==> src/hdl/tts_pkg.sv <==
`timescale 1ns / 1ps
// ----------------------------------------------------------------------------
// Tick task scheduler package
// Shared widths, codes and control structs for the slot table scheduler.
// ----------------------------------------------------------------------------
package tts_pkg;

  // Table size and the widths that follow from it.
  localparam int SLOT_COUNT = 8;
  localparam int SLOT_IW    = (SLOT_COUNT > 1) ? $clog2(SLOT_COUNT) : 1;
  localparam int CNT_W      = $clog2(SLOT_COUNT + 1);

  // Fixed field widths of the channel words.
  localparam int TAG_W  = 8;
  localparam int TYPE_W = 2;
  localparam int IVL_W  = 32;
  localparam int IDX_W  = 3;
  localparam int RK_W   = 2;

  // Input item kinds.
  localparam logic KIND_ATTACH = 1'b0;
  localparam logic KIND_TICK   = 1'b1;

  // Task types held in the slot table.
  localparam logic [TYPE_W-1:0] TT_ONESHOT  = 2'd0;
  localparam logic [TYPE_W-1:0] TT_ALWAYS   = 2'd1;
  localparam logic [TYPE_W-1:0] TT_PERIODIC = 2'd2;

  // Result word kinds.
  typedef enum logic [RK_W-1:0] {
    RK_ATTACH = 2'd0,
    RK_FIRED  = 2'd1,
    RK_EMPTY  = 2'd2
  } rkind_t;

  // One input word.
  typedef struct packed {
    logic              kind;
    logic [TAG_W-1:0]  task_tag;
    logic [TYPE_W-1:0] task_type;
    logic              start_active;
    logic [IVL_W-1:0]  tick_interval;
  } in_item_t;

  // One result word.
  typedef struct packed {
    rkind_t           result_kind;
    logic             attach_error;
    logic [IDX_W-1:0] slot_index;
    logic [TAG_W-1:0] fired_tag;
    logic             last;
  } res_t;

  // Commands from the controller to the datapath.
  typedef struct packed {
    logic attach;
    logic scan_start;
    logic step;
    logic finish;
  } cmd_t;

  // Status from the datapath to the controller.
  typedef struct packed {
    logic scan_end;
    logic fires;
    logic pend_valid;
    logic out_free;
  } sts_t;

endpackage

==> src/hdl/tts_in_if.sv <==
`timescale 1ns / 1ps
// ----------------------------------------------------------------------------
// Scheduler input channel
// Valid/ready channel that carries attach and tick words.
// ----------------------------------------------------------------------------
interface tts_in_if;
  logic                        valid;
  logic                        ready;
  logic                        kind;
  logic [tts_pkg::TAG_W-1:0]   task_tag;
  logic [tts_pkg::TYPE_W-1:0]  task_type;
  logic                        start_active;
  logic [tts_pkg::IVL_W-1:0]   tick_interval;

  modport source (
    output valid, kind, task_tag, task_type, start_active, tick_interval,
    input  ready
  );

  modport sink (
    input  valid, kind, task_tag, task_type, start_active, tick_interval,
    output ready
  );
endinterface

==> src/hdl/tts_out_if.sv <==
`timescale 1ns / 1ps
// ----------------------------------------------------------------------------
// Scheduler result channel
// Valid/ready channel that carries attach status, firing and marker words.
// ----------------------------------------------------------------------------
interface tts_out_if;
  logic                       valid;
  logic                       ready;
  logic [tts_pkg::RK_W-1:0]   result_kind;
  logic                       attach_error;
  logic [tts_pkg::IDX_W-1:0]  slot_index;
  logic [tts_pkg::TAG_W-1:0]  fired_tag;
  logic                       last;

  modport source (
    output valid, result_kind, attach_error, slot_index, fired_tag, last,
    input  ready
  );

  modport sink (
    input  valid, result_kind, attach_error, slot_index, fired_tag, last,
    output ready
  );
endinterface

==> src/hdl/tts_datapath.sv <==
`timescale 1ns / 1ps
// ----------------------------------------------------------------------------
// Scheduler datapath
// Slot table, scan pointer, pending firing word and result output register.
// ----------------------------------------------------------------------------
module tts_datapath (
  input  logic              clk,
  input  logic              rst_n,
  input  tts_pkg::cmd_t     cmd,
  input  tts_pkg::in_item_t in_item,
  output tts_pkg::sts_t     sts,
  output logic              out_valid,
  input  logic              out_ready,
  output tts_pkg::res_t     out_res
);
  import tts_pkg::*;

  // Slot table, written by attach and by the tick scan.
  logic [TAG_W-1:0]  tag_mem [SLOT_COUNT];
  logic [TYPE_W-1:0] type_mem [SLOT_COUNT];
  logic              act_mem [SLOT_COUNT];
  logic [IVL_W-1:0]  lim_mem [SLOT_COUNT];
  logic [IVL_W-1:0]  ctr_mem [SLOT_COUNT];

  logic [CNT_W-1:0] filled_r;
  logic [CNT_W-1:0] idx_r;
  logic             pend_valid_r;
  res_t             pend_r;
  logic             out_valid_r;
  res_t             out_r;

  logic [SLOT_IW-1:0] slot_sel;
  logic [SLOT_IW-1:0] wr_sel;
  logic               table_full;
  logic [TAG_W-1:0]   cur_tag;
  logic [TYPE_W-1:0]  cur_type;
  logic               cur_act;
  logic [IVL_W-1:0]   cur_lim;
  logic [IVL_W-1:0]   cur_ctr;
  logic [IVL_W-1:0]   ctr_inc;
  logic [IVL_W-1:0]   ctr_wrap;
  logic               fires;
  logic               out_free;
  logic               push_mid;
  logic               load_out;

  // Current slot under the scan pointer and the attach target.
  assign slot_sel   = idx_r[SLOT_IW-1:0];
  assign wr_sel     = filled_r[SLOT_IW-1:0];
  assign table_full = (filled_r == CNT_W'(SLOT_COUNT));
  assign cur_tag    = tag_mem[slot_sel];
  assign cur_type   = type_mem[slot_sel];
  assign cur_act    = act_mem[slot_sel];
  assign cur_lim    = lim_mem[slot_sel];
  assign cur_ctr    = ctr_mem[slot_sel];

  // A slot fires when active with its counter at zero.
  assign fires    = cur_act && (cur_ctr == '0);
  assign ctr_inc  = cur_ctr + IVL_W'(1);
  assign ctr_wrap = (ctr_inc > cur_lim) ? '0 : ctr_inc;

  // A new firing pushes the held one out as a middle word.
  assign out_free = !out_valid_r || out_ready;
  assign push_mid = cmd.step && fires && pend_valid_r;
  assign load_out = push_mid || cmd.finish;

  always_comb begin
    sts.scan_end   = (idx_r == filled_r);
    sts.fires      = fires;
    sts.pend_valid = pend_valid_r;
    sts.out_free   = out_free;
  end

  // Slot table writes.
  always_ff @(posedge clk) begin
    if (cmd.attach && !table_full) begin
      tag_mem[wr_sel]  <= in_item.task_tag;
      type_mem[wr_sel] <= in_item.task_type;
      act_mem[wr_sel]  <= in_item.start_active;
      lim_mem[wr_sel]  <= in_item.tick_interval;
      ctr_mem[wr_sel]  <= '0;
    end else if (cmd.step && cur_act) begin
      case (cur_type)
        TT_ONESHOT: begin
          act_mem[slot_sel] <= 1'b0;
          ctr_mem[slot_sel] <= '0;
        end
        TT_ALWAYS: begin
          ctr_mem[slot_sel] <= '0;
        end
        TT_PERIODIC: begin
          ctr_mem[slot_sel] <= ctr_wrap;
        end
        default: begin
        end
      endcase
    end
  end

  // Fill count, scan pointer and valid flags.
  always_ff @(posedge clk) begin
    if (!rst_n) begin
      filled_r     <= '0;
      idx_r        <= '0;
      pend_valid_r <= 1'b0;
      out_valid_r  <= 1'b0;
    end else begin
      if (cmd.attach && !table_full) begin
        filled_r <= filled_r + CNT_W'(1);
      end
      if (cmd.scan_start) begin
        idx_r <= '0;
      end else if (cmd.step) begin
        idx_r <= idx_r + CNT_W'(1);
      end
      if (cmd.attach) begin
        pend_valid_r <= 1'b1;
      end else if (cmd.scan_start || cmd.finish) begin
        pend_valid_r <= 1'b0;
      end else if (cmd.step && fires) begin
        pend_valid_r <= 1'b1;
      end
      if (load_out) begin
        out_valid_r <= 1'b1;
      end else if (out_ready) begin
        out_valid_r <= 1'b0;
      end
    end
  end

  // Pending word and output word payload.
  always_ff @(posedge clk) begin
    if (cmd.attach) begin
      pend_r.result_kind  <= RK_ATTACH;
      pend_r.attach_error <= table_full;
      pend_r.slot_index   <= table_full ? '0 : IDX_W'(filled_r);
      pend_r.fired_tag    <= '0;
      pend_r.last         <= 1'b1;
    end else if (cmd.step && fires) begin
      pend_r.result_kind  <= RK_FIRED;
      pend_r.attach_error <= 1'b0;
      pend_r.slot_index   <= IDX_W'(slot_sel);
      pend_r.fired_tag    <= cur_tag;
      pend_r.last         <= 1'b0;
    end
    if (push_mid) begin
      out_r      <= pend_r;
      out_r.last <= 1'b0;
    end else if (cmd.finish) begin
      if (pend_valid_r) begin
        out_r      <= pend_r;
        out_r.last <= 1'b1;
      end else begin
        out_r.result_kind  <= RK_EMPTY;
        out_r.attach_error <= 1'b0;
        out_r.slot_index   <= '0;
        out_r.fired_tag    <= '0;
        out_r.last         <= 1'b1;
      end
    end
  end

  assign out_valid = out_valid_r;
  assign out_res   = out_r;

endmodule

==> src/hdl/tts_ctrl.sv <==
`timescale 1ns / 1ps
// ----------------------------------------------------------------------------
// Scheduler controller
// Sequences attach and tick words over the datapath, one slot per cycle while the scan is not held.
// ----------------------------------------------------------------------------
module tts_ctrl (
  input  logic          clk,
  input  logic          rst_n,
  input  logic          in_valid,
  input  logic          in_kind,
  output logic          in_ready,
  input  tts_pkg::sts_t sts,
  output tts_pkg::cmd_t cmd
);
  import tts_pkg::*;

  typedef enum logic [1:0] {
    ST_IDLE,
    ST_SCAN,
    ST_FINAL
  } state_t;

  state_t state_r;
  state_t state_nxt;
  logic   in_ready_r;
  logic   in_ready_nxt;

  // Next state and datapath commands.
  always_comb begin
    state_nxt = state_r;
    cmd       = '0;
    unique case (state_r)
      ST_IDLE: begin
        if (in_valid && in_ready_r) begin
          if (in_kind == KIND_TICK) begin
            cmd.scan_start = 1'b1;
            state_nxt      = ST_SCAN;
          end else begin
            cmd.attach = 1'b1;
            state_nxt  = ST_FINAL;
          end
        end
      end
      ST_SCAN: begin
        // Hold the scan when a second firing would need a full output register.
        if (sts.scan_end) begin
          state_nxt = ST_FINAL;
        end else if (!(sts.fires && sts.pend_valid && !sts.out_free)) begin
          cmd.step = 1'b1;
        end
      end
      ST_FINAL: begin
        if (sts.out_free) begin
          cmd.finish = 1'b1;
          state_nxt  = ST_IDLE;
        end
      end
      default: begin
        state_nxt = ST_IDLE;
      end
    endcase
    in_ready_nxt = (state_nxt == ST_IDLE);
  end

  // State and registered ready.
  always_ff @(posedge clk) begin
    if (!rst_n) begin
      state_r    <= ST_IDLE;
      in_ready_r <= 1'b0;
    end else begin
      state_r    <= state_nxt;
      in_ready_r <= in_ready_nxt;
    end
  end

  assign in_ready = in_ready_r;

endmodule

==> src/hdl/tick_task_slot_scheduler_core.sv <==
`timescale 1ns / 1ps
// ----------------------------------------------------------------------------
// Tick task slot scheduler
// Slot table scheduler that attaches tasks and reports firings on each tick.
// ----------------------------------------------------------------------------
// Usage:
// The in_chan channel takes one word at a time: an attach word fills the next
// free slot, a tick word walks the filled slots from slot zero upward. The
// out_chan channel returns one status word per attach, one word per task that
// fires on a tick, or one marker word for a tick on which nothing fires. The
// final word of each input carries last.
// An attach status word passes through the pending register into the output
// register. A tick's final word is loaded into the output register once the
// scan has walked all filled slots; the scan reads the slot table at one slot
// per cycle while it is not held. The block takes no new word while it works
// on one: a new word can be accepted in the cycle after the final word of the
// previous one is loaded into the output register.
// Reset clears the fill count, so the table is empty; slot contents are not
// cleared and no clearing pass is needed. When the receiver stalls, the output
// register holds its word and one further firing waits in a pending register;
// the scan then pauses on the next firing slot until the output register frees.
// ----------------------------------------------------------------------------
module tick_task_slot_scheduler_core (
  input  logic     clk,
  input  logic     rst_n,
  tts_in_if.sink   in_chan,
  tts_out_if.source out_chan
);
  import tts_pkg::*;

  in_item_t in_item;
  res_t     out_res;
  cmd_t     cmd;
  sts_t     sts;
  logic     in_ready;
  logic     out_valid;

  always_comb begin
    in_item.kind          = in_chan.kind;
    in_item.task_tag      = in_chan.task_tag;
    in_item.task_type     = in_chan.task_type;
    in_item.start_active  = in_chan.start_active;
    in_item.tick_interval = in_chan.tick_interval;
  end

  tts_ctrl u_ctrl (
    .clk      (clk),
    .rst_n    (rst_n),
    .in_valid (in_chan.valid),
    .in_kind  (in_chan.kind),
    .in_ready (in_ready),
    .sts      (sts),
    .cmd      (cmd)
  );

  tts_datapath u_dp (
    .clk       (clk),
    .rst_n     (rst_n),
    .cmd       (cmd),
    .in_item   (in_item),
    .sts       (sts),
    .out_valid (out_valid),
    .out_ready (out_chan.ready),
    .out_res   (out_res)
  );

  // Channel outputs.
  assign in_chan.ready         = in_ready;
  assign out_chan.valid        = out_valid;
  assign out_chan.result_kind  = out_res.result_kind;
  assign out_chan.attach_error = out_res.attach_error;
  assign out_chan.slot_index   = out_res.slot_index;
  assign out_chan.fired_tag    = out_res.fired_tag;
  assign out_chan.last         = out_res.last;

  // One word at a time: the block is busy right after it accepts a word.
  assert property (@(posedge clk) disable iff (!rst_n)
    (in_chan.valid && in_chan.ready) |=> !in_chan.ready)
    else $error("input accepted while a previous word is still in work");

  // Attach status words are always final and carry no tag.
  assert property (@(posedge clk) disable iff (!rst_n)
    (out_chan.valid && (out_chan.result_kind == RK_ATTACH)) |->
      (out_chan.last && (out_chan.fired_tag == '0)))
    else $error("attach status word is malformed");

  // Tick marker words are final and carry zero error, slot and tag fields.
  assert property (@(posedge clk) disable iff (!rst_n)
    (out_chan.valid && (out_chan.result_kind == RK_EMPTY)) |->
      (out_chan.last && !out_chan.attach_error && (out_chan.slot_index == '0)
       && (out_chan.fired_tag == '0)))
    else $error("tick marker word is malformed");

  // Firing words never flag an attach error.
  assert property (@(posedge clk) disable iff (!rst_n)
    (out_chan.valid && (out_chan.result_kind == RK_FIRED)) |-> !out_chan.attach_error)
    else $error("firing word carries an attach error");

endmodule
==> src/flat_wrapper.sv <==
// flat-port wrapper written by rule: the top's interface ports become plain ports
module tick_task_slot_scheduler_core_flat import tts_pkg::*;
  (clk, rst_n, in_chan_valid, in_chan_kind, in_chan_task_tag, in_chan_task_type, in_chan_start_active, in_chan_tick_interval, in_chan_ready, out_chan_valid, out_chan_result_kind, out_chan_attach_error, out_chan_slot_index, out_chan_fired_tag, out_chan_last, out_chan_ready);
  tts_in_if in_chan_i ();
  tts_out_if out_chan_i ();
  input  logic clk;
  input  logic rst_n;
  input wire logic [$bits(in_chan_i.valid)-1:0] in_chan_valid;
  input wire logic [$bits(in_chan_i.kind)-1:0] in_chan_kind;
  input wire logic [$bits(in_chan_i.task_tag)-1:0] in_chan_task_tag;
  input wire logic [$bits(in_chan_i.task_type)-1:0] in_chan_task_type;
  input wire logic [$bits(in_chan_i.start_active)-1:0] in_chan_start_active;
  input wire logic [$bits(in_chan_i.tick_interval)-1:0] in_chan_tick_interval;
  output wire logic [$bits(in_chan_i.ready)-1:0] in_chan_ready;
  output wire logic [$bits(out_chan_i.valid)-1:0] out_chan_valid;
  output wire logic [$bits(out_chan_i.result_kind)-1:0] out_chan_result_kind;
  output wire logic [$bits(out_chan_i.attach_error)-1:0] out_chan_attach_error;
  output wire logic [$bits(out_chan_i.slot_index)-1:0] out_chan_slot_index;
  output wire logic [$bits(out_chan_i.fired_tag)-1:0] out_chan_fired_tag;
  output wire logic [$bits(out_chan_i.last)-1:0] out_chan_last;
  input wire logic [$bits(out_chan_i.ready)-1:0] out_chan_ready;
  assign in_chan_i.valid = in_chan_valid;
  assign in_chan_i.kind = in_chan_kind;
  assign in_chan_i.task_tag = in_chan_task_tag;
  assign in_chan_i.task_type = in_chan_task_type;
  assign in_chan_i.start_active = in_chan_start_active;
  assign in_chan_i.tick_interval = in_chan_tick_interval;
  assign in_chan_ready = in_chan_i.ready;
  assign out_chan_valid = out_chan_i.valid;
  assign out_chan_result_kind = out_chan_i.result_kind;
  assign out_chan_attach_error = out_chan_i.attach_error;
  assign out_chan_slot_index = out_chan_i.slot_index;
  assign out_chan_fired_tag = out_chan_i.fired_tag;
  assign out_chan_last = out_chan_i.last;
  assign out_chan_i.ready = out_chan_ready;
  tick_task_slot_scheduler_core u_core (.clk(clk), .rst_n(rst_n), .in_chan(in_chan_i), .out_chan(out_chan_i));
endmodule
==> config.mk <==
export PLATFORM = sky130hd
export DESIGN_NAME = tick_task_slot_scheduler_core_flat
export DESIGN_NICKNAME = d
export VERILOG_FILES = /design/src/hdl/tts_pkg.sv /design/src/hdl/tts_in_if.sv /design/src/hdl/tts_out_if.sv /design/src/hdl/tts_datapath.sv /design/src/hdl/tts_ctrl.sv /design/src/hdl/tick_task_slot_scheduler_core.sv /design/src/flat_wrapper.sv
export SDC_FILE = /design/constraint.sdc
export NUM_CORES = 1
export LEC_CHECK = 0
export BUFFER_PORTS_ARGS = -buffer_cell sky130_fd_sc_hd__clkbuf_2
export CORE_MARGIN = 1
export CORE_UTILIZATION = 55
export CTS_CLUSTER_DIAMETER = 100
export DETAILED_ROUTE_END_ITERATION = 6
export GPL_TIMING_DRIVEN = 0
export PLACE_DENSITY = 0.83
export SKIP_LAST_GASP = 1
export SLEW_MARGIN = 30
export SYNTH_ARGS = -nofsm -noshare
export SYNTH_HDL_FRONTEND = slang
export SYNTH_HIERARCHICAL = 1
export SYNTH_SLANG_ARGS = --single-unit
==> constraint.sdc <==
create_clock -name clk -period 20.1 [get_ports clk]
set_input_delay 3.015 -clock clk [delete_from_list [all_inputs] [get_ports clk]]
set_output_delay 3.015 -clock clk [all_outputs]
set_load 0.005 [all_outputs]
# Word-level counts from Yosys, hierarchy flattened
# Memory sizes are Yosys's and may differ from the RTL's. A register that Yosys moved wholly into a read port is not among the register bits.
# Cells that the tools add are included.
[classes] bitwise_logic=3 n_mux=58 magnitude_cmp=1 eq_ne=6 n_reduce_logical=25 addsub=3
[ops] cell="32-bit 2-to-1 mux" n=4
[ops] cell="3-bit 2-to-1 mux" n=13
[ops] cell="32-bit by 1-bit adder with 32-bit output, second input constant" n=1
[ops] cell="32-bit > comparator" n=1
[ops] cell="32-bit logical NOT" n=1
[ops] cell="32-bit OR reduction" n=1
[ops] cell="15-bit 2-to-1 mux" n=2
[ops] cell="1-bit 2-to-1 mux" n=29
[ops] cell="13-bit 2-to-1 mux" n=2
[ops] cell="14-bit 2-to-1 mux" n=1
[ops] cell="2-bit 2-to-1 mux" n=6
[ops] cell="4-bit by 1-bit adder with 4-bit output, second input constant" n=2
[ops] cell="1-bit logical AND" n=8
[ops] cell="2-bit logical NOT" n=3
[ops] cell="2-bit case mux with 3 select lines" n=1
[ops] cell="2-bit nonzero test" n=3
[ops] cell="2-bit by 1-bit equality test with 1-bit output, second input constant" n=2
[ops] cell="2-bit equality test, second input constant" n=2
[ops] cell="4-bit equality test" n=1
[ops] cell="4-bit equality test, second input constant" n=1
[ops] cell="1-bit logical NOT" n=3
[ops] cell="1-bit logical OR" n=3
[ops] cell="3-bit nonzero test" n=1
[ops] cell="1-bit bitwise OR" n=2
[ops] cell="3 further kinds" n=3
[word_totals] memories=5 output_inout_bits=17 input_bits=48 ram_bits=600 ff_bits=42
[mem_list] name="u_core.u_dp.ctr_mem" depth=8 word_bits=32 rd=1 rd_ports_with_merged_regs=1 write_ports=1 line_no="tts_datapath.sv:23" text="logic [IVL_W-1:0] ctr_mem [SLOT_COUNT];"
[mem_list] name="u_core.u_dp.lim_mem" depth=8 word_bits=32 rd=1 rd_ports_with_merged_regs=1 write_ports=1 line_no="tts_datapath.sv:22" text="logic [IVL_W-1:0] lim_mem [SLOT_COUNT];"
[mem_list] name="u_core.u_dp.tag_mem" depth=8 word_bits=8 rd=1 rd_ports_with_merged_regs=1 write_ports=1 line_no="tts_datapath.sv:19" text="logic [TAG_W-1:0] tag_mem [SLOT_COUNT];"
[mem_list] name="u_core.u_dp.type_mem" depth=8 word_bits=2 rd=1 rd_ports_with_merged_regs=1 write_ports=1 line_no="tts_datapath.sv:20" text="logic [TYPE_W-1:0] type_mem [SLOT_COUNT];"
[mem_list] name="u_core.u_dp.act_mem" depth=8 word_bits=1 rd=1 rd_ports_with_merged_regs=1 write_ports=1 line_no="tts_datapath.sv:21" text="logic act_mem [SLOT_COUNT];"

# Logic depth before layout (Yosys ltp)
# Gate-level depths: netlist of run 1.
[depth] depth_word=15 depth_mapped=25

# Cells and area by module
# Netlist of run 1, hierarchy kept.
[by_module_without_submodules] module="tts_datapath" area_each_um2=26532.9 cells_each=1411 instances=1
[by_module_without_submodules] module="tts_ctrl" area_each_um2=178.9 cells_each=20 instances=1

# Worst setup path before layout of run 1
# No wires, ideal clock.
[synth_path] path_type="input-to-reg" startpoint="input out_chan_ready" endpoint="memory u_core.u_dp.ctr_mem[3][0] (enable)" required_ps=19634 path_buffers=1 setup_time_ps=466 arrival_ps=6490 path_stages=7 path_slack_ps=13145 path_cell_list="nand2b_1 > buf_4 > nor2_1 > nor3_1 > and3_1 > o211ai_1 > o21ai_0"
[synth_rtl] element="from (decl)" line_no="flat_wrapper.sv:21" text="input wire logic [$bits(out_chan_i.ready)-1:0] out_chan_ready;"
[synth_rtl] element="to (decl)" line_no="tts_datapath.sv:23"

==> flow_summary.ini, run 1 <==
[logic_synthesis]
ys.flop_type = edfxtp_1
netlist_instances = 1431
syn_avg_cell_area_um2 = 18.7
synth_cell_type_count = 65
synthesis.nets = 1516
ys_ff_latch = 644
syn_area_um2 = 26700
async_flop_share_pct = 0
synth_edf_count = 618
ys_seq_area_share_pct = 71.4
yosys_warnings = 6

[timing]
rsz0062_at_grt = no
finalSetupViolCount = 0
fmax_mhz = 118
relSlewSlack_pct = 30.8
finalSetupTns_ns = 0
skew_ns = 0.0203
worst_pin_slew_ns = 1.04
setup_slack_ns = 11.62
min_period_over_period_pct = 42.2
hold_viol_final = 0
slew_violations = 0
fin_crit_ns = 8.48
whs_ns = 0.491

[layout]
nNetsFinal = 1667
seq_area_um2 = 19100
diodes = 0
area_growth_pct = 14.5
fill_cells = 3055
final_layout_size_suffix_gt1_share_pct = 24.7
multi_input_area_um2 = 7300

[status]
status = finished clean

[clocking]
cts_tree = done
cts.reportedPaths.clkPinSlew_ns = 0.06
numCtsBuffers = 59
cts-hold-fix-buffers = 0
clockBufferDepth = 3
cts.sinks = 644
clkLatencyLatePin_ns = 0.62
cts_resized = 0
post_cts_buffers = 0
htreeDepth = 2
cts-root-buf = clkbuf_16

[setup_path]
path_cells = clkbuf_1 -> buf_2 -> buf_2 -> clkbuf_1 -> clkbuf_2 -> nand2_1 -> nand2_1 -> ha_1 -> inv_1 -> or4_1 -> or3b_1 -> or3_1 -> xor2_1 -> ha_1 -> and3_1 -> nand4_1 -> or3_1 -> nor3_1 -> nor3_1 -> a211o_1 -> clkbuf_1 -> nor3_1
crit_path_top_delay_cell = nor3_1
path_class = flip-flop to flip-flop
crit_arrival_ns = 8.76
path_max_fanout = 10
cp_slowest_stage_delay_ns = 0.82
cp.required_ns = 20.38
critPathLaunchType = flip-flop
cp-end-kind = flip-flop

[flow_run]
maxCapViolCount = 0

[global_route]
antenna_found_initial = 0
grt_overflow = 0
grt_start_max_net_pins = 41
grt_pass1_vias = 15233
grt_pass1_wl_um = 95800
grt_usage_pct = 26.5

[floorplanning]
num_rows = 80
die_y_um = 222
initial_core_util_pct = 55.8
num_io_pins = 65
core-area_um2 = 47800
die_w_um = 222
die-area_um2 = 49500

[route]
drtIter0Drc = 1870
final_antenna_net_count = 0
wl_um = 64500
drc = 0
vias_per_cell = 6.60
routedWlPerCell_um = 28.7
vias = 14809
drt_pass1_iterations = 6

[placed_design]
dp_hpwl_um = 40700
gp_congestion = 0.958
post-place-ws_ns = 11.42
io_buffers = 64

[power]
leakage_uw = 0.0103
ir_drop_mv = 0.0884
power.density_nw_per_um2 = 87.2

[worst_hold_path]
hp-class = flip-flop to flip-flop
## metrics by stage
step | std cells | total power, µW | cell area (µm²) | util [%]
6_report | 2244 | 2670 | 30600 | 63.9
3_5_place_dp | 2135 | 1560 | 28600 | 59.7
3_3_place_gp | 2110 | 1550 | 27800 | 58.1
5_1_grt | 2244 | 2730 | 30600 | 63.9
4_1_cts | 2243 | 2680 | 30500 | 63.8
2_1_floorplan | 1431 | 1530 | 26700 | -
## final timing paths
| check | startpoint | to | slack, ns | depth (start not counted) |
|---|---|---|---|---|
| max | flip-flop | u_core/u_dp/ctr_mem[0][26] | 11.62 | 22 |
| min | u_core/u_dp/out_res[0] | u_core/u_dp/out_res[0] | 0.49 | 1 |
| max reg2reg | flip-flop | u_core/u_dp/ctr_mem[0][26] | 11.62 | 22 |
| min reg2reg | u_core/u_dp/out_res[0] | u_core/u_dp/out_res[0] | 0.49 | 1 |
## worst max-delay path, delay by kind of cell, from the launching register on
family,cells,cell delay (ns)
AOI/OAI and AO/OA,1,0.42
xor gates and xnor gates,1,0.20
adders and majority gates,2,0.55
buffers and inverters,7,2.95
DFF,1,0.33
and+or+nand+nor,11,3.67
## synth_stat cells, drive strengths merged (21+ instances only)
cell type	number	area, µm²
clkbuf	30	113
mux4	137	3090
inv	22	82.6
nor2	45	169
nand3	37	185
mux2i	103	1030
and2	38	238
buf	39	261
nand2	45	169
edfxtp	618	18600
ha	37	463
o21ai	23	115
nor4	21	144
dfxtp	26	521
## sequential cells by signal, summed over array words and instances, names as in the netlist, named ones only
name                      flops
u_core/u_dp/out_res          15
u_core/u_dp/idx_r             4
u_core/u_ctrl/in_ready        1
u_core/u_dp/type_mem         16
u_core/u_dp/tag_mem          64
u_core/u_dp/act_mem           8
u_core/u_dp/pend_valid_r      1
u_core/u_ctrl/state_r         2
u_core/u_dp/ctr_mem         256
u_core/u_dp/filled_r          4
u_core/u_dp/pend_r           13
u_core/u_dp/lim_mem         256
u_core/u_dp/out_valid         1
## cell families after synthesis
logic type      after synthesis  share of synthesized area (%)
compound gates               99                           2.51
buf+inv                      91                           1.71
xor+xnor                     26                          0.853
simple gates                283                           5.90
flops                       644                           71.4
fa+ha+maj                    37                           1.73
mux                         251                           15.9
## power breakdown
part           internal (µW)  switching, µW  total [µW]
Combinational           21.3           36.7        58.0
Clock                    665            473        1140
Sequential              1470           2.88        1470
Total                   2150            513        2670
## layout by cell type, fill, tap and decap left out, drive strengths merged, types with 5 or more instances in the layout
| master | n |
|---|---|
| edfxtp | 618 |
| o21ai | 23 |
| ha | 37 |
| bufinv | 7 |
| inv | 23 |
| or4 | 5 |
| and4 | 5 |
| xnor2 | 12 |
| mux2i | 103 |
| xor2 | 14 |
| nor4 | 21 |
| and2 | 38 |
| clkinv | 21 |
| clkbuf | 177 |
| buf | 61 |
| a21oi | 16 |
| mux4 | 137 |
| or2 | 6 |
| nor2b | 7 |
| nor2 | 45 |
| o211ai | 6 |
| or3 | 12 |
| dfxtp | 26 |
| o31a | 8 |
| nand3b | 6 |
| nand4 | 11 |
| a22oi | 12 |
| nand2 | 45 |
| nor3 | 19 |
| a31oi | 6 |
| a21o | 7 |
| mux2 | 11 |
| nand2b | 9 |
| nand3 | 37 |
## layer usage
| metal | GRT usage [%] | vias up | wire length, µm |
|---|---|---|---|
| met2 | 44.2 | 954 | 32200 |
| met3 | 5.06 | 221 | 6180 |
| met4 | 12.6 | 0 | 3140 |
| li1 | - | 6127 | - |
| met1 | 33.7 | 7507 | 23000 |
| met5 | 0 | - | 0 |
## final cells by class
cell class                      instances  share of cell area, %
Buffer                                 69                   1.25
Clock buffer                           79                   5.39
Clock inverter                         29                   1.09
Inverter                               22                  0.327
Multi-Input combinational cell        696                   23.9
Sequential cell                       644                   62.4
Tap cell                              615                   2.52
Timing Repair Buffer                   90                   3.17
(Power assumes the default switching activity.)
==> inputs of run 2 (changes only) <==
- PLACE_DENSITY: 0.83 -> 0.86
- clock period: 20.1 -> 7.2 ns (I/O delays scaled with it)
==> flow_summary.ini, run 2 (synthesis results as in run 1) <==
[route]
final_antenna_net_count = 0
drt_pass1_iterations = 6
drt-met1-wl_um = 23200
wl_met2_um = 33300
routedWlPerCell_um = 29.1
wl_um = 65400
wl_met3_um = 5910
drc = 0
vias_per_cell = 6.72
drtIter0Drc = 2112
top_layer = met4
vias = 15107

[setup_path]
path_cells = clkbuf_1 -> buf_6 -> clkbuf_4 -> buf_4 -> nand2_1 -> nand2_1 -> ha_1 -> inv_1 -> or4_1 -> or3b_1 -> buf_2 -> nor4_4 -> nor2_1 -> ha_1 -> nand2_1 -> nor2_1 -> nand3_1 -> nand3b_1 -> a31oi_1 -> a211o_1 -> clkbuf_4 -> nor3_4 -> buf_4
crit_arrival_ns = 7.45
crit_family = simple AND/OR/NAND/NOR gates
crit_top_cell = nand2_1
cp_num_buf_inv = 8
crit_path_end = u_core/u_dp/ctr_mem[2][21]
cp_slowest_stage_delay_ns = 0.59
crit_path_top_delay_cell = or4_1
critPathLaunchType = flip-flop
reg2reg_depth = 23
r2r-end = u_core/u_dp/ctr_mem[2][21]
path_max_fanout = 19
r2r_slack_ns = 0.12
cp-end-kind = flip-flop
cp.depth = 23
cp.required_ns = 7.56
path_class = flip-flop to flip-flop

[clocking]
htreeDepth = 2
cts_tree = done
cts.reportedPaths.clkPinSlew_ns = 0.06
cts-hold-fix-buffers = 0
numCtsBuffers = 59
clockBufferDepth = 3
clkLatencyLatePin_ns = 0.64
cts-root-buf = clkbuf_16
cts.sinks = 644

[floorplanning]
num_io_pins = 65
core-area_um2 = 47800
die-area_um2 = 49500
die_w_um = 222
die_y_um = 222
num_rows = 80
initial_core_util_pct = 55.8

[timing]
fmax_mhz = 141
rsz0062_at_grt = no
fin_crit_ns = 7.08
skew_ns = 0.0271
relSlewSlack_pct = 32.6
min_period_over_period_pct = 98.4
slew_violations = 0
hold_viol_final = 0
worst_pin_slew_ns = 1.00
finalSetupViolCount = 0

[global_route]
grt_pass1_vias = 15487
grt_overflow = 0
grt_usage_pct = 26.5
grt_start_max_net_pins = 38
grt_pass1_wl_um = 95700
antenna_found_initial = 0

[status]
status = finished clean

[power]
p_sw_share_pct = 19.7
p_total_uw = 7670
power.density_nw_per_um2 = 248
pwr-share-seq_pct = 53.5
switchingPower_uw = 1510
ir_drop_mv = 0.263
p_clk_share_pct = 44.3
p_int_uw = 6160
leakage_uw = 0.0104
combinationalPowerShare_pct = 2.1

[layout]
final_cells = 2249
final_layout_size_suffix_gt1_share_pct = 25.9
layout_commonest_cell = edfxtp_1
area_growth_pct = 15.7
diodes = 0
layout_common_cells = 618 x edfxtp_1, 137 x mux4_2, 103 x mux2i_1, 70 x clkbuf_2, 60 x clkbuf_16
nNetsFinal = 1669
top_regs = u_core/u_dp/ctr_mem (256), u_core/u_dp/lim_mem (256), u_core/u_dp/tag_mem (64)

[worst_hold_path]
hp-class = flip-flop to flip-flop

[placed_design]
dp_hpwl_um = 40700
io_buffers = 64
dp_cells = 2135
gp_congestion = 0.923

[flow_run]
maxCapViolCount = 0
[run 2: what timing repair did]
action	in CTS	in global routing
endpoints found under the hold margin	0	0
buffers inserted	0	5
setup endpoints to repair	291	176
pin swaps	0	3
resized for setup	33	10
[run 2: worst min path at each step]
stage / end / depth (start not counted) / startpoint / slack, ns
2_1_floorplan: u_core/u_dp/pend_r[13] / 2 / u_core/u_dp/pend_r[13] / 0.43
3_3_place_gp: u_core/u_dp/pend_r[13] / 2 / u_core/u_dp/pend_r[13] / 0.44
3_5_place_dp: u_core/u_dp/out_res[0] / 1 / u_core/u_dp/out_res[0] / 0.45
4_1_cts: u_core/u_dp/out_res[0] / 1 / u_core/u_dp/out_res[0] / 0.47
5_1_grt: u_core/u_dp/out_res[0] / 1 / u_core/u_dp/out_res[0] / 0.49
6_report: u_core/u_dp/out_res[0] / 1 / u_core/u_dp/out_res[0] / 0.46
[run 2: power by group through the flow]
stage | Clock [µW] | Sequential, µW | Combinational (µW)
after floorplan | 0 | 4190 | 76.2
after global placement | 0 | 4190 | 138
after detailed placement | 0 | 4190 | 154
after CTS | 3420 | 4110 | 161
after global routing | 3550 | 4100 | 174
final | 3400 | 4110 | 165
[run 2: worst reg2reg max path, cell delays in order (launching register included)]
cell	delay, ns
dfxtp_1	0.30
clkbuf_1	0.36
buf_6	0.39
clkbuf_4	0.37
buf_4	0.31
nand2_1	0.08
nand2_1	0.24
ha_1	0.23
inv_1	0.06
or4_1	0.59
or3b_1	0.51
buf_2	0.30
nor4_4	0.43
nor2_1	0.19
ha_1	0.32
nand2_1	0.05
nor2_1	0.29
nand3_1	0.19
nand3b_1	0.22
a31oi_1	0.32
a211o_1	0.34
clkbuf_4	0.45
nor3_4	0.09
buf_4	0.19
[run 2: routing by layer]
layer,GRT usage [%],up-vias
met4,12.9,0
met2,44.8,1043
met3,4.28,249
met5,0,-
li1,-,6135
met1,33.5,7680
[run 2: area by class of cell]
| type | instances | area [µm²] |
|---|---|---|
| flip-flops and latches | 644 | 19100 |
| fillers | 2902 | 16900 |
| multi-input cells | 696 | 7450 |
| plain buffers | 67 | 393 |
| repair buffers | 94 | 998 |
| clock inverters | 40 | 572 |
| inverters | 22 | 100 |
| well taps | 615 | 769 |
| clock buffers | 71 | 1540 |
[run 2: per-stage QoR]
step / util [%] / hold WS (ns) / cell area [µm²] / TNS, ns / worst slack (ns)
6_report: 64.6 / 0.463 / 30900 / 0 / 0.117
3_3_place_gp: 58.1 / 0.443 / 27800 / -1131.52 / -3.59
2_1_floorplan: - / 0.432 / 26700 / 0 / 0.470
3_5_place_dp: 59.7 / 0.454 / 28600 / -262.54 / -1.39
5_1_grt: 64.6 / 0.491 / 30900 / 0 / 0.00545
4_1_cts: 64.4 / 0.468 / 30800 / 0 / 0.0293
==> inputs of run 3 (changes only) <==
- CORE_ASPECT_RATIO: unset -> 1.25
- MAX_ROUTING_LAYER: unset -> met4
- PLACE_DENSITY: 0.86 -> 0.81
==> flow_summary.ini, run 3 (synthesis results as in run 1) <==
[status]
status = finished clean

[power]
ir_drop_mv = 0.240
p_total_uw = 7370
power.density_nw_per_um2 = 240
leakage_uw = 0.0103

[setup_path]
cp.depth = 26
r2r_slack_ns = 0.15
path_class = flip-flop to flip-flop
cp-end-kind = flip-flop
critPathLaunchType = flip-flop
crit_path_top_delay_cell = or4_1
r2r-end = u_core/u_dp/ctr_mem[7][23]
crit_family = simple AND/OR/NAND/NOR gates
cp_slowest_stage_delay_ns = 0.60
cp.required_ns = 7.53
crit_arrival_ns = 7.39
reg2reg_depth = 26
cp_num_buf_inv = 10
path_max_fanout = 10

[timing]
relSlewSlack_pct = 33.3
min_period_over_period_pct = 98.0
fin_crit_ns = 7.05
finalSetupViolCount = 0
slew_violations = 0
skew_ns = 0.0213
worst_pin_slew_ns = 1.00
fmax_mhz = 142
hold_viol_final = 0
rsz0062_at_grt = no
setup_slack_ns = 0.146
whs_ns = 0.497

[clocking]
cts.sinks = 644
cts-hold-fix-buffers = 0
htreeDepth = 2
numCtsBuffers = 57
cts_tree = done
cts.reportedPaths.clkPinSlew_ns = 0.07
clkLatencyLatePin_ns = 0.61
clockBufferDepth = 3
cts-root-buf = clkbuf_16

[floorplanning]
initial_core_util_pct = 56.2
num_io_pins = 65
core-area_um2 = 47500
die-area_um2 = 49500
die_y_um = 248
die_w_um = 199
num_rows = 89

[worst_hold_path]
min_path_cells = 1
hp-class = flip-flop to flip-flop
whs_endpoint = u_core/u_dp/out_res[0]
hp-start = u_core/u_dp/out_res[0]

[placed_design]
post-place-ws_ns = -1.47
dp_hpwl_um = 40100
io_buffers = 64
gp_congestion = 0.980
dp_cells = 2157

[layout]
layout_commonest_cell = edfxtp_1
area_growth_pct = 15.0
diodes = 0
final_cells = 2268
nNetsFinal = 1667
utilization_pct = 64.6
top_regs = u_core/u_dp/ctr_mem (256), u_core/u_dp/lim_mem (256), u_core/u_dp/tag_mem (64)
final_layout_size_suffix_gt1_share_pct = 25.6
layout_common_cells = 618 x edfxtp_1, 137 x mux4_2, 102 x mux2i_1, 69 x clkbuf_2, 58 x clkbuf_16

[route]
vias = 14442
wl_um = 62000
vias_per_cell = 6.37
drtIter0Drc = 1497
drc = 0
routedWlPerCell_um = 27.3
final_antenna_net_count = 0
drt_pass1_iterations = 6

[global_route]
grt_start_max_net_pins = 40
grt_pass1_vias = 15195
grt_pass1_wl_um = 92500
grt_overflow = 0
antenna_found_initial = 0
grt_usage_pct = 26.7

[flow_run]
maxCapViolCount = 0
run 3: through the flow:
step	instance area, µm²	TNS (ns)
after floorplan	26700	0
after global placement	27800	-1165.40
after detailed placement	28600	-277.84
after CTS	30700	0
after global routing	30700	0
final	30700	0
run 3: worst max path at each step:
stage | start | to | slack, ns
final | flip-flop | u_core/u_dp/ctr_mem[7][23] | 0.15
after global placement | flip-flop | u_core/u_dp/ctr_mem[4][11] | -3.77
after detailed placement | flip-flop | u_core/u_dp/ctr_mem[3][21] | -1.47
after CTS | flip-flop | u_core/u_dp/ctr_mem[7][23] | 0.12
after floorplan | flip-flop | u_core/u_dp/ctr_mem[7][0] | 0.47
after global routing | flip-flop | u_core/u_dp/ctr_mem[1][21] | 0.002
run 3: final cells by class:
class                      instances  area (µm²)
clock inverter                    39         430
buffer                            68         392
tap                              637         797
multi-input combinational        696        7420
inverter                          22         100
timing repair buffer              93        1010
fill                            3025       16800
sequential                       644       19100
clock buffer                      69        1490
run 3: layer usage:
layer / vias to the layer above / track usage (%) / part of all wire, %
met3: 199 / 3.57 / 6.8
met1: 7416 / 31.3 / 36
li1: 6128 / - / -
met5: - / - / 0
met2: 699 / 45.7 / 53
met4: 0 / 12.4 / 4.7
run 3: power breakdown:
group	internal (µW)	leakage, µW	switching, µW
clock network	1770	0.000925	1330
registers	4100	0.00632	7.74
logic	59.1	0.00302	101
total	5930	0.0103	1440
run 3: repair_timing:
item	in CTS	in global routing
pin swaps	1	2
endpoints found under the setup margin	341	168
setup buffers	1	3
gates resized for setup	34	5
endpoints found under the hold margin	0	0
